<file path="config.mk">
export PLATFORM = sky130hd
export DESIGN_NAME = cad_slot_cell
export DESIGN_NICKNAME = d
export VERILOG_FILES = /design/src/channel_affinity_dispatcher_core_macros.svh /design/src/cad_pkg.sv /design/src/cad_slot_cell.sv
export SDC_FILE = /design/constraint.sdc
export NUM_CORES = 1
export LEC_CHECK = 0
export ABC_AREA = 0
export BUFFER_PORTS_ARGS = -buffer_cell sky130_fd_sc_hd__buf_2
export CAP_MARGIN = 20
export CORE_MARGIN = 2
export CORE_UTILIZATION = 33
export DETAILED_ROUTE_END_ITERATION = 8
export PLACE_DENSITY = 0.56
export SLEW_MARGIN = 20
export SYNTH_ARGS = -nofsm -noshare
export SYNTH_HDL_FRONTEND = slang
export SYNTH_SLANG_ARGS = --single-unit
</file>
<file path="constraint.sdc">
create_clock -name aclk -period 3.21 [get_ports aclk]
set_input_delay 0.1605 -clock aclk [delete_from_list [all_inputs] [get_ports aclk]]
set_output_delay 0.1605 -clock aclk [all_outputs]
set_load 0.005 [all_outputs]
</file>
<file path="src/channel_affinity_dispatcher_core_macros.svh">
// Assertion helpers for the channel affinity dispatcher.
`ifndef CHANNEL_AFFINITY_DISPATCHER_CORE_MACROS_SVH
`define CHANNEL_AFFINITY_DISPATCHER_CORE_MACROS_SVH

// Consequent must hold in the same cycle as the antecedent.
`define CAD_ASSERT_SAME(label, clk, rstn, ante, cons, msg) \
    label: assert property (@(posedge clk) disable iff (!rstn) (ante) |-> (cons)) \
        else $error(msg);

// Consequent must hold in the cycle after the antecedent.
`define CAD_ASSERT_NEXT(label, clk, rstn, ante, cons, msg) \
    label: assert property (@(posedge clk) disable iff (!rstn) (ante) |=> (cons)) \
        else $error(msg);

`endif

</file>
<file path="src/cad_pkg.sv">
package cad_pkg;

    localparam int MAX_WORKERS_DEF   = 16;
    localparam int CHANNEL_SLOTS_DEF = 64;
    localparam int CHAN_ID_W         = 64;
    localparam int TAG_W             = 32;
    localparam int WCOUNT_W          = 5;

    typedef enum logic [1:0] {
        REQ_ADD    = 2'd0,
        REQ_REMOVE = 2'd1,
        REQ_ROUTE  = 2'd2,
        REQ_UNUSED = 2'd3
    } cad_req_code_t;

    typedef enum logic [2:0] {
        STS_OK      = 3'd0,
        STS_STOPPED = 3'd1,
        STS_UNKNOWN = 3'd2,
        STS_FULL    = 3'd3,
        STS_NOCMD   = 3'd4
    } cad_status_t;

    typedef enum logic [1:0] {
        ST_IDLE,
        ST_COMPARE,
        ST_SCAN,
        ST_COMMIT
    } cad_state_t;

    typedef struct packed {
        logic [1:0]           req_type;
        logic [CHAN_ID_W-1:0] channel_id;
        logic [TAG_W-1:0]     command_tag;
        logic                 command_present;
    } cad_req_t;

    typedef struct packed {
        logic [2:0]       status;
        logic [3:0]       worker;
        logic [TAG_W-1:0] routed_tag;
    } cad_rsp_t;

    // Update controls for one channel slot cell.
    typedef struct packed {
        logic clear;
        logic write;
        logic invalidate;
    } cad_slot_op_t;

    // Update controls for the worker load cells.
    typedef struct packed {
        logic clear;
        logic inc_en;
        logic dec_en;
    } cad_load_op_t;

endpackage

</file>
<file path="src/cad_slot_cell.sv">
module cad_slot_cell #(
    parameter int WIDX_W = 4
) (
    input  logic                           aclk,
    input  logic                           aresetn,
    input  cad_pkg::cad_slot_op_t          op,
    input  logic [cad_pkg::CHAN_ID_W-1:0]  req_id,
    input  logic [WIDX_W-1:0]              wr_worker,
    output logic                           valid,
    output logic                           hit,
    output logic [WIDX_W-1:0]              worker
);
    import cad_pkg::*;

    logic                 valid_reg;
    logic [CHAN_ID_W-1:0] channel_reg;
    logic [WIDX_W-1:0]    worker_reg;

    always_ff @(posedge aclk) begin
        if (!aresetn) begin
            valid_reg <= 1'b0;
        end else if (op.clear) begin
            valid_reg <= 1'b0;
        end else if (op.write) begin
            valid_reg <= 1'b1;
        end else if (op.invalidate) begin
            valid_reg <= 1'b0;
        end
    end

    always_ff @(posedge aclk) begin
        if (op.write) begin
            channel_reg <= req_id;
            worker_reg  <= wr_worker;
        end
    end

    assign valid  = valid_reg;
    assign hit    = valid_reg && (channel_reg == req_id);
    assign worker = worker_reg;

endmodule

</file>
After elaboration in Yosys (flattened, before gate mapping)
Cells that the tools add are included.
- register bits after elaboration: 69
- word-level logic and storage cells: 10
- eq/ne operators: 1
- muxes and demuxes: 2
- bitwise logic cells: 1
- reduce and logical (&&, ||, !) cells: 3
- operators with widths (operator ; count):
    == test 64 bit ; 1
    2-to-1 mux 1 bit ; 2
    nonzero test 2 bit ; 1
    OR reduction 2 bit ; 1
    logical AND 1 bit ; 1
    inverter 1 bit ; 1

Logic depth before layout (Yosys ltp)
- depth after elaboration: 2
- mapped depth: 5

Worst setup path before layout
Ideal clock, no wire load.
- path kind: register to output
- start point: reg channel_reg[3]
- end point: out hit
- arrival time: 1.463 ns
- required time: 3.049 ns
- setup slack: 1.586 ns
- cell stages (with the launch flop): 5
- cells stage by stage: edfxtp_1 > a222oi_1 > o2111ai_1 > or4_1 > nor4_2
- longest elaborated chain between the ends: 2
- ends and longest elaborated chain (what ; RTL line ; source):
    start: declaration ; cad_slot_cell.sv:16 ; logic [CHAN_ID_W-1:0] channel_reg;
    start signal: assignment ; cad_slot_cell.sv:33 ; channel_reg <= req_id;
    == test 64 bit ; cad_slot_cell.sv:39 ; assign hit = valid_reg && (channel_reg == req_id);
    logical AND 1 bit ; cad_slot_cell.sv:39 ;
    end: declaration ; cad_slot_cell.sv:10 ; output logic hit,
Every way passes these cells.

Worst setup path after layout
- start point: reg channel_reg[62]
- end point: out hit
Same word-level chain as after synthesis.

==> run metrics <==
Max FO, Critical Path=1; Synth Instances=174; Max VDD drop=257 uV; commonest non-fill, non-tap cell in the layout=buf_2; final clock skew=0 ps; CTS sink cnt=69; Root Driver=clkbuf_8; I/O pin count=79; final core utilization=43.8%; remaining global-route overflow=0; Port-buffer cells=78; later-pin clock latency in the skew report=340 ps; CTS HTree Levels=3; CTS max path bufs=2; Synth Register Bits=69; layout cells sized above 1=33.5%; post-synthesis sequential area ratio=73.1%; DIE AREA=9310 sq um; per-cell routed wire length=13.6 um; post-layout power=1.94 mW; fillers=798; vias in the first global route=1751; crit path DAT=2140 ps; Startpoint Class=flop; Final nets=346; HP Class=in2reg; Req. time, crit path=3050 ps; Vias=1692; Max Slew Vio Count=0; TritonCTS buffer count=9; Syn Nets=247; RePlAce Congestion=0.761; final wirelength=5210 um; CP Class=reg2out; # DRC=0; DRT antenna net count=0; Max Clk Rate=435 MHz; hold_ws=18.7 ps; Yosys cell types=21; first-pass iteration count of the detailed router=6; initial core utilization=34.2%; Sum Neg Setup Slack=0 ps; Area Growth Syn to Fin=28.3%; Ys Warns=0; largest net degree at the start of global routing=29; antenna fix cells=0; num rows=33; fin crit share=71.6%; die height=96.5 um; Max Cap Viol=0; crit end category=output pin; routed vias/inst=4.42; pin slew with the least headroom to its limit=425 ps; Leak=1.42 nW; Post-DP HPWL=3910 um; RSZ-0062 raised after global routing=no; Area after DPL=3360 sq um; mean post-synth cell area=16.2 sq um; # setup viols final=0; most frequent cells in the layout=buf_2, edfxtp_1, xor2_1; CTS clock-pin slew for the worst setup and hold paths=80 ps; Final Critical Period=2300 ps; number of setup buffers added after CTS=0; Resized cells post-CTS=0; gr usage total=12.3%; initial DRC count=68; pwr dens=535 nW/um^2; CTS tree=done; synthesized area=2820 sq um; initial antenna violation count=1; Finished Cell Area=3620 sq um; first-pass GRT wire length=8210 um; core area=8260 sq um; Final Hold Vio Count=0; Die W=96.5 um; status=completed; max FFs per register=64; Max-slew headroom=71.7%
==> report_power, final <==
part,internal (mW),switching (mW),total (mW),leakage (nW)
Sequential,1.07,0.0265,1.10,0.674
Combinational,0.0944,0.0878,0.182,0.660
Clock,0.350,0.311,0.660,0.0888
==> kinds of logic after synthesis <==
family	after synthesis	synth area share, %
buf+inv	18	2.39
simple gates	22	4.97
flops	69	73.1
xor+xnor	49	15.2
compound gates	16	4.35
==> final cells by class <==
type / instances / area, sq um / area share [%]
sequential: 69 / 2060 / 57.0
clock inverter: 6 / 53.8 / 1.49
clock buffer: 10 / 128 / 3.53
inverter: 18 / 67.6 / 1.87
multi-input combinational: 87 / 692 / 19.1
timing repair buffer: 88 / 485 / 13.4
tap: 105 / 131 / 3.63
==> Yosys cell counts, drive strengths merged <==
cell / n / area share, %
inv: 18 / 2.4
nand2: 1 / 0.13
a221oi: 4 / 1.2
nand3: 2 / 0.35
or4: 1 / 0.27
nor4: 10 / 2.4
nor3: 1 / 0.18
a22oi: 1 / 0.27
o2111ai: 1 / 0.31
xnor2: 16 / 5.0
a222oi: 1 / 0.35
edfxtp: 68 / 72
o22ai: 4 / 0.89
nand4: 6 / 1.3
a21oi: 1 / 0.18
xor2: 33 / 10
o2bb2ai: 3 / 0.93
dfxtp: 1 / 0.71
nor3b: 1 / 0.27
o21ai: 1 / 0.18
==> path summary, 6_finish.rpt <==
path | cells past startpoint | slack, ps | end | startpoint
worst max-delay path | 6 | 910 | hit | channel_reg[62]$_DFFE_PP_
worst max register to register | 2 | 2540 | valid$_SDFFE_PP0P_ | valid$_SDFFE_PP0P_
worst min register to register | 2 | 550 | valid$_SDFFE_PP0P_ | valid$_SDFFE_PP0P_
worst min-delay path | 1 | 20 | channel_reg[48]$_DFFE_PP_ | req_id[48]
==> metal layers <==
layer  track usage [%]  wire (um)  vias to the layer above
met5                 0         11                        -
met4              7.75        135                        2
met3              3.41        269                       10
met2              19.0       2480                       45
met1              15.1       2310                      782
li1                  -          -                      853
==> per-stage QoR <==
step           setup slack [ps]  cells
6_report                    912    383
5_1_grt                     774    383
4_1_cts                     886    382
3_5_place_dp               1270    359
3_3_place_gp               1260    359
2_1_floorplan              1590    174
==> worst max-delay path, stage by stage, from the launching register on <==
cell	delay, ps
edfxtp_1	380
xor2_1	150
nor4_1	380
nand4_1	160
or4_1	430
nor4_2	150
buf_2	160
==> timing repair <==
action	4_1_cts	5_1_grt
setup endpoints to repair	0	0
hold buffers	7	1
hold endpoints to repair	7	1
No activity file was read; power rests on OpenSTA's default activity.
