$ cat config.mk
export PLATFORM = sky130hd
export DESIGN_NAME = cad_load_cell
export DESIGN_NICKNAME = d
export VERILOG_FILES = /design/src/channel_affinity_dispatcher_core_macros.svh /design/src/cad_pkg.sv /design/src/cad_load_cell.sv
export SDC_FILE = /design/constraint.sdc
export NUM_CORES = 1
export LEC_CHECK = 0
export ABC_AREA = 1
export BUFFER_PORTS_ARGS = -buffer_cell sky130_fd_sc_hd__clkbuf_2
export CAP_MARGIN = 0
export CORE_MARGIN = 2
export CORE_UTILIZATION = 52
export DETAILED_ROUTE_END_ITERATION = 12
export PLACE_DENSITY = 0.86
export SLEW_MARGIN = 0
export SYNTH_ARGS = -nofsm -noshare
export SYNTH_HDL_FRONTEND = slang
export SYNTH_SLANG_ARGS = --single-unit
$ cat constraint.sdc
create_clock -name aclk -period 4.5 [get_ports aclk]
set_clock_uncertainty 0.2 [all_clocks]
set_input_delay 0.45 -clock aclk [delete_from_list [all_inputs] [get_ports aclk]]
set_output_delay 0.45 -clock aclk [all_outputs]
set_load 0.03 [all_outputs]
$ cat src/channel_affinity_dispatcher_core_macros.svh
// Assertion helpers for the channel affinity dispatcher.
`ifndef CHANNEL_AFFINITY_DISPATCHER_CORE_MACROS_SVH
`define CHANNEL_AFFINITY_DISPATCHER_CORE_MACROS_SVH

// Consequent must hold in the same cycle as the antecedent.
`define CAD_ASSERT_SAME(label, clk, rstn, ante, cons, msg) \
    label: assert property (@(posedge clk) disable iff (!rstn) (ante) |-> (cons)) \
        else $error(msg);

// Consequent must hold in the cycle after the antecedent.
`define CAD_ASSERT_NEXT(label, clk, rstn, ante, cons, msg) \
    label: assert property (@(posedge clk) disable iff (!rstn) (ante) |=> (cons)) \
        else $error(msg);

`endif

$ cat src/cad_pkg.sv
package cad_pkg;

    localparam int MAX_WORKERS_DEF   = 16;
    localparam int CHANNEL_SLOTS_DEF = 64;
    localparam int CHAN_ID_W         = 64;
    localparam int TAG_W             = 32;
    localparam int WCOUNT_W          = 5;

    typedef enum logic [1:0] {
        REQ_ADD    = 2'd0,
        REQ_REMOVE = 2'd1,
        REQ_ROUTE  = 2'd2,
        REQ_UNUSED = 2'd3
    } cad_req_code_t;

    typedef enum logic [2:0] {
        STS_OK      = 3'd0,
        STS_STOPPED = 3'd1,
        STS_UNKNOWN = 3'd2,
        STS_FULL    = 3'd3,
        STS_NOCMD   = 3'd4
    } cad_status_t;

    typedef enum logic [1:0] {
        ST_IDLE,
        ST_COMPARE,
        ST_SCAN,
        ST_COMMIT
    } cad_state_t;

    typedef struct packed {
        logic [1:0]           req_type;
        logic [CHAN_ID_W-1:0] channel_id;
        logic [TAG_W-1:0]     command_tag;
        logic                 command_present;
    } cad_req_t;

    typedef struct packed {
        logic [2:0]       status;
        logic [3:0]       worker;
        logic [TAG_W-1:0] routed_tag;
    } cad_rsp_t;

    // Update controls for one channel slot cell.
    typedef struct packed {
        logic clear;
        logic write;
        logic invalidate;
    } cad_slot_op_t;

    // Update controls for the worker load cells.
    typedef struct packed {
        logic clear;
        logic inc_en;
        logic dec_en;
    } cad_load_op_t;

endpackage

$ cat src/cad_load_cell.sv
module cad_load_cell #(
    parameter int IDX    = 0,
    parameter int WIDX_W = 4,
    parameter int LOAD_W = 7,
    parameter int NCNT_W = 5
) (
    input  logic                  aclk,
    input  logic                  aresetn,
    input  cad_pkg::cad_load_op_t op,
    input  logic [WIDX_W-1:0]     inc_idx,
    input  logic [WIDX_W-1:0]     dec_idx,
    input  logic [NCNT_W-1:0]     active_count,
    input  logic [LOAD_W-1:0]     best_load_in,
    input  logic [WIDX_W-1:0]     best_idx_in,
    input  logic                  best_vld_in,
    output logic [LOAD_W-1:0]     best_load_out,
    output logic [WIDX_W-1:0]     best_idx_out,
    output logic                  best_vld_out
);
    import cad_pkg::*;

    logic [LOAD_W-1:0] load_reg;
    logic [LOAD_W-1:0] best_load_reg;
    logic [WIDX_W-1:0] best_idx_reg;
    logic              best_vld_reg;
    logic              active;
    logic              take_own;

    assign active   = NCNT_W'(IDX) < active_count;
    // Strict less-than keeps the earlier worker on a tie.
    assign take_own = active && (!best_vld_in || (load_reg < best_load_in));

    always_ff @(posedge aclk) begin
        if (!aresetn) begin
            load_reg <= '0;
        end else if (op.clear) begin
            load_reg <= '0;
        end else if (op.inc_en && (inc_idx == WIDX_W'(IDX))) begin
            load_reg <= load_reg + LOAD_W'(1);
        end else if (op.dec_en && (dec_idx == WIDX_W'(IDX)) && (load_reg != '0)) begin
            load_reg <= load_reg - LOAD_W'(1);
        end
    end

    always_ff @(posedge aclk) begin
        if (!aresetn) begin
            best_vld_reg <= 1'b0;
        end else begin
            best_vld_reg <= take_own || best_vld_in;
        end
    end

    always_ff @(posedge aclk) begin
        if (take_own) begin
            best_load_reg <= load_reg;
            best_idx_reg  <= WIDX_W'(IDX);
        end else begin
            best_load_reg <= best_load_in;
            best_idx_reg  <= best_idx_in;
        end
    end

    assign best_load_out = best_load_reg;
    assign best_idx_out  = best_idx_reg;
    assign best_vld_out  = best_vld_reg;

endmodule

# Word level (Yosys, flattened, before mapping)
# Index checks and enable logic that the tools add are counted.
[word_totals] ff_bits=19 out_inout_bits=12 elab_cells=24
[op_classes] order_cmp=2 addsub=2 n_mux=3 n_bitwise=1 reduce_logical=12
[ops] cell="two-way mux 7 bit" n=3
[ops] cell="logical NOT 4 bit" n=2
[ops] cell="adder 7 x 1 -> 7 bit (second input constant)" n=1
[ops] cell="< comparator 7 bit" n=1
[ops] cell="nonzero test 7 bit" n=1
[ops] cell="subtractor 7 x 1 -> 7 bit (second input constant)" n=1
[ops] cell="< comparator 1 x 5 -> 1 bit (first input constant)" n=1
[ops] cell="logical AND 1 bit" n=4
[ops] cell="logical OR 1 bit" n=2
[ops] cell="nonzero test 2 bit" n=1
[ops] cell="OR reduction 2 bit" n=1
[ops] cell="logical NOT 1 bit" n=1
[ops] cell="inverter 1 bit" n=1

# Logic depth before layout (Yosys ltp)
[depth] depth_word=5 ltp_mapped=12 depth_no_buf=12

# Worst setup path after synthesis
# Ideal clock, no wire load.
[synth_timing] path_type="input port to flip-flop" startpoint="input port inc_idx[1]" endpoint="register load_reg[6]" arrival_ns=1.863 setup_slack_ns=2.322 stages=10 setup_ns=0.115 path_cell_list="nor2_1 -> nand3_1 -> ha_1 -> or2_2 -> nand3_1 -> nand2_1 -> nand2_1 -> nand3_1 -> nand2_1 -> nor2_1"
[synth_via] elab_chain_len=3 elab_cells_between_ends=4 cone_classes="1 x mux; 3 x reduce/logical"
[synth_rtl] element="from (decl)" line_no="cad_load_cell.sv:10" text="input logic [WIDX_W-1:0] inc_idx,"
[synth_rtl] element="logical NOT 4 bit *" line_no="cad_load_cell.sv:38" text="end else if (op.inc_en && (inc_idx == WIDX_W'(IDX))) begin"
[synth_rtl] element="logical AND 1 bit *" line_no="cad_load_cell.sv:38"
[synth_rtl] element="two-way mux 7 bit / nonzero test 2 bit (equally long branches)"
[synth_rtl] element="to (signal assigned)" line_no="cad_load_cell.sv:39" text="load_reg <= load_reg + LOAD_W'(1);"
[synth_rtl] element="to (signal assigned)" line_no="cad_load_cell.sv:41" text="load_reg <= load_reg - LOAD_W'(1);"
[synth_rtl] element="to (decl)" line_no="cad_load_cell.sv:22" text="logic [LOAD_W-1:0] load_reg;"
# Mark *: on every way between the ends. The rest lies on a longest branch, timed or not.
# A chain may end at the register's enable or synchronous reset.

# Worst setup path in the final report
# Ends and elaborated chain as after synthesis.

==> flow_metrics.env <==
export IMPL_grt_met2_usage_pct=34.8
export IMPL_worstSetupPathDepth=11
export IMPL_ctsHoldBuffers=0
export IMPL_outcome="completed"
export IMPL_synth_top_area_share_pct=32.6
export IMPL_slowest_delay_ns=0.45
export IMPL_gp_congestion=0.797
export IMPL_synth_cell_type_count=24
export IMPL_synth_commonest_cells="nand2_1 (43), nor2_1 (22), inv_1 (21), dfxtp_1 (19), nand3_1 (13)"
export IMPL_dieArea_mm2=0.00264
export IMPL_insertion_delay_ns=0.31
export IMPL_crit_path_end_kind="flop"
export IMPL_fin_crit_ns=2.11
export IMPL_syn_avg_cell_area_um2=7.07
export IMPL_rsz0062_at_grt="false"
export IMPL_use_met3_pct=2.63
export IMPL_synth_area_mm2=0.00117
export IMPL_drv_cap=0
export IMPL_clock_fmax_mhz=473
export IMPL_viasPerCell=4.71
export IMPL_critical_path_arrival_ns=2.13
export IMPL_drive_above_1_share_pct=27.8
export IMPL_slew_viol_final=0
export IMPL_drtAntennaViolNets=0
export IMPL_placed_area_mm2=0.00140
export IMPL_setup_viol=0
export IMPL_worstPathCellList="clkbuf_2 > nor2_1 > nand3_1 > ha_1 > or2_2 > nand3_1 > nand2_1 > nand2_1 > nand3_1 > nand2_1 > nor2_1"
export IMPL_grt_pass1_wl_mm=4.01
export IMPL_wl_per_cell_um=9.49
export IMPL_hold_viol=0
export IMPL_cts_tree="done"
export IMPL_synth_top_cell_by_area="dfxtp_1"
export IMPL_num_vias=1117
export IMPL_die_x_um=51.4
export IMPL_critPathKind="input port to flop"
export IMPL_cts_sink_count=19
export IMPL_post_cts_resized=0
export IMPL_grt_busiest_layer="met2"
export IMPL_synth_edf_count=0
export IMPL_grt_max_degree=13
export IMPL_htreeDepth=1
export IMPL_grt_overflow_total=0
export IMPL_fp_row_count=17
export IMPL_die_height_um=51.4
export IMPL_yosys_register_bits=19
export IMPL_fin_setup_tns_ns=0
export IMPL_finalCritPeriodShare_pct=47.0
export IMPL_r2r_start="load_reg[3]"
export IMPL_crit_fanout=10
export IMPL_io_buffers=41
export IMPL_syn_to_final_growth_pct=22.0
export IMPL_drc_errors=0
export IMPL_ir_drop_uv=157
export IMPL_design_area_mm2=0.00142
export IMPL_required_ns=4.52
export IMPL_ios=42
export IMPL_drt_iter0_drc=15
export IMPL_fp_coreArea_mm2=0.00217
export IMPL_antenna_found_initial=0
export IMPL_crit_end="load_reg[6]"
export IMPL_regToRegSetupSlack_ns=2.71
export IMPL_clk_path_buf_depth=2
export IMPL_grt_use_total_pct=19.8
export IMPL_crit_slowest_cell="ha_1"
export IMPL_use_met1_pct=24.0
export IMPL_hold_class="input port to flop"
export IMPL_reg2regPathDepth=8
export IMPL_ys_warnings_count=0
export IMPL_numCtsBuffers=3
export IMPL_diodes=0
export IMPL_synth_most_common_cell="nand2_1"
export IMPL_synth_seq_area_share_pct=32.6
export IMPL_crit_family="simple AND/OR/NAND/NOR gates"
export IMPL_first_pass_iters=4
export IMPL_worstMarginPinSlew_ns=0.586
export IMPL_grt_pass1_vias=971
export IMPL_clk_pin_slew_ns=0.12
export IMPL_start_util_pct=53.8
export IMPL_cts_root_buf="clkbuf_4"
export IMPL_critPathLaunchType="input port"
export IMPL_p_leak_nw=0.800
export IMPL_cp_startpoint="inc_idx[1]"
export IMPL_synthTopCellsByArea="dfxtp_1 (33%), nand2_1 (14%), ha_1 (13%)"
export IMPL_syn_nets=208
export IMPL_hpwl_mm=1.91
export IMPL_nets=253
export IMPL_post_cts_buffers=0
export IMPL_regToRegEndpoint="load_reg[6]"
export IMPL_critPathBufInv=1
export IMPL_power_density_mw_per_mm2=219
export IMPL_synthFlopType="dfxtp_1"
export IMPL_syn_instance_count=165
export IMPL_synthArstFlopShare_pct=0
export IMPL_slew_headroom_pct=60.8
export IMPL_wirelength_mm=2.25
-- how the worst min path moves through the flow --
stage | startpoint | endpoint | slack [ns] | cells past startpoint
2_1_floorplan | load_reg[6] | best_load_out[6] | 0.29 | 2
3_3_place_gp | load_reg[0] | load_reg[0] | 0.32 | 1
3_5_place_dp | load_reg[4] | best_load_out[4] | 0.33 | 2
4_1_cts | best_idx_in[1] | best_idx_out[1] | 0.13 | 3
5_1_grt | best_idx_in[1] | best_idx_out[1] | 0.11 | 3
6_report | best_idx_in[2] | best_idx_out[2] | 0.13 | 3
-- placed cells by master, fill, tap and decap left out, types with 2 or more instances in the layout --
cell type	synthesis	layout
nand2_1	43	43
clkbuf_2	0	41
nor2_1	22	22
inv_1	21	21
dfxtp_1	19	19
nand3_1	13	13
ha_1	12	12
a21oi_1	9	9
o21ai_2	3	3
clkbuf_4	0	3
nand2_2	2	2
nand2_4	2	2
nor3_1	2	2
or2_2	2	2
xor2_1	2	2
a21oi_2	2	2
o21ai_0	2	2
-- through the flow --
| step | util (%) | std cells | setup slack [ns] | hold slack, ns | power [mW] |
|---|---|---|---|---|---|
| finish | 65.6 | 237 | 2.39 | 0.127 | 0.312 |
| global route | 65.6 | 237 | 2.16 | 0.114 | 0.330 |
| CTS | 65.6 | 237 | 2.39 | 0.127 | 0.313 |
| detailed placement | 64.4 | 233 | 2.05 | 0.334 | 0.226 |
| global placement | 64.4 | 233 | 2.12 | 0.321 | 0.224 |
| floorplan | - | 165 | 2.32 | 0.289 | 0.206 |
-- logic make-up after synthesis --
group | Yosys count | synth area share (%)
flops | 19 | 32.6
compound gates | 18 | 9.54
xor+xnor | 3 | 2.25
simple gates | 89 | 33.0
fa+ha+maj | 13 | 14.6
buf+inv | 23 | 8.04
-- worst min-delay path, cell delays in order --
cell,delay (ns)
clkbuf_2,0.08
inv_1,0.04
nor2_1,0.03
-- where the power goes --
group / switching [mW] / internal, mW
Sequential: 0.00180 / 0.172
Combinational: 0.0274 / 0.0207
Clock: 0.0572 / 0.0332
Total: 0.0865 / 0.226
-- layout make-up --
class,instances,area [um2]
sequential,19,380
clock inverter,1,5.00
multi-input combinational,123,693
tap,28,35.0
fill,205,746
timing repair buffer,41,205
clock buffer,3,22.5
inverter,22,82.6
-- per-layer routing --
metal	routed length, um	share of wire, %	vias up
li1	-	-	612
met1	1030	46	476
met2	1100	49	25
met3	94	4.2	4
met4	23	1.0	0
met5	0	0	-
No activity file was read; power rests on OpenSTA's default activity.
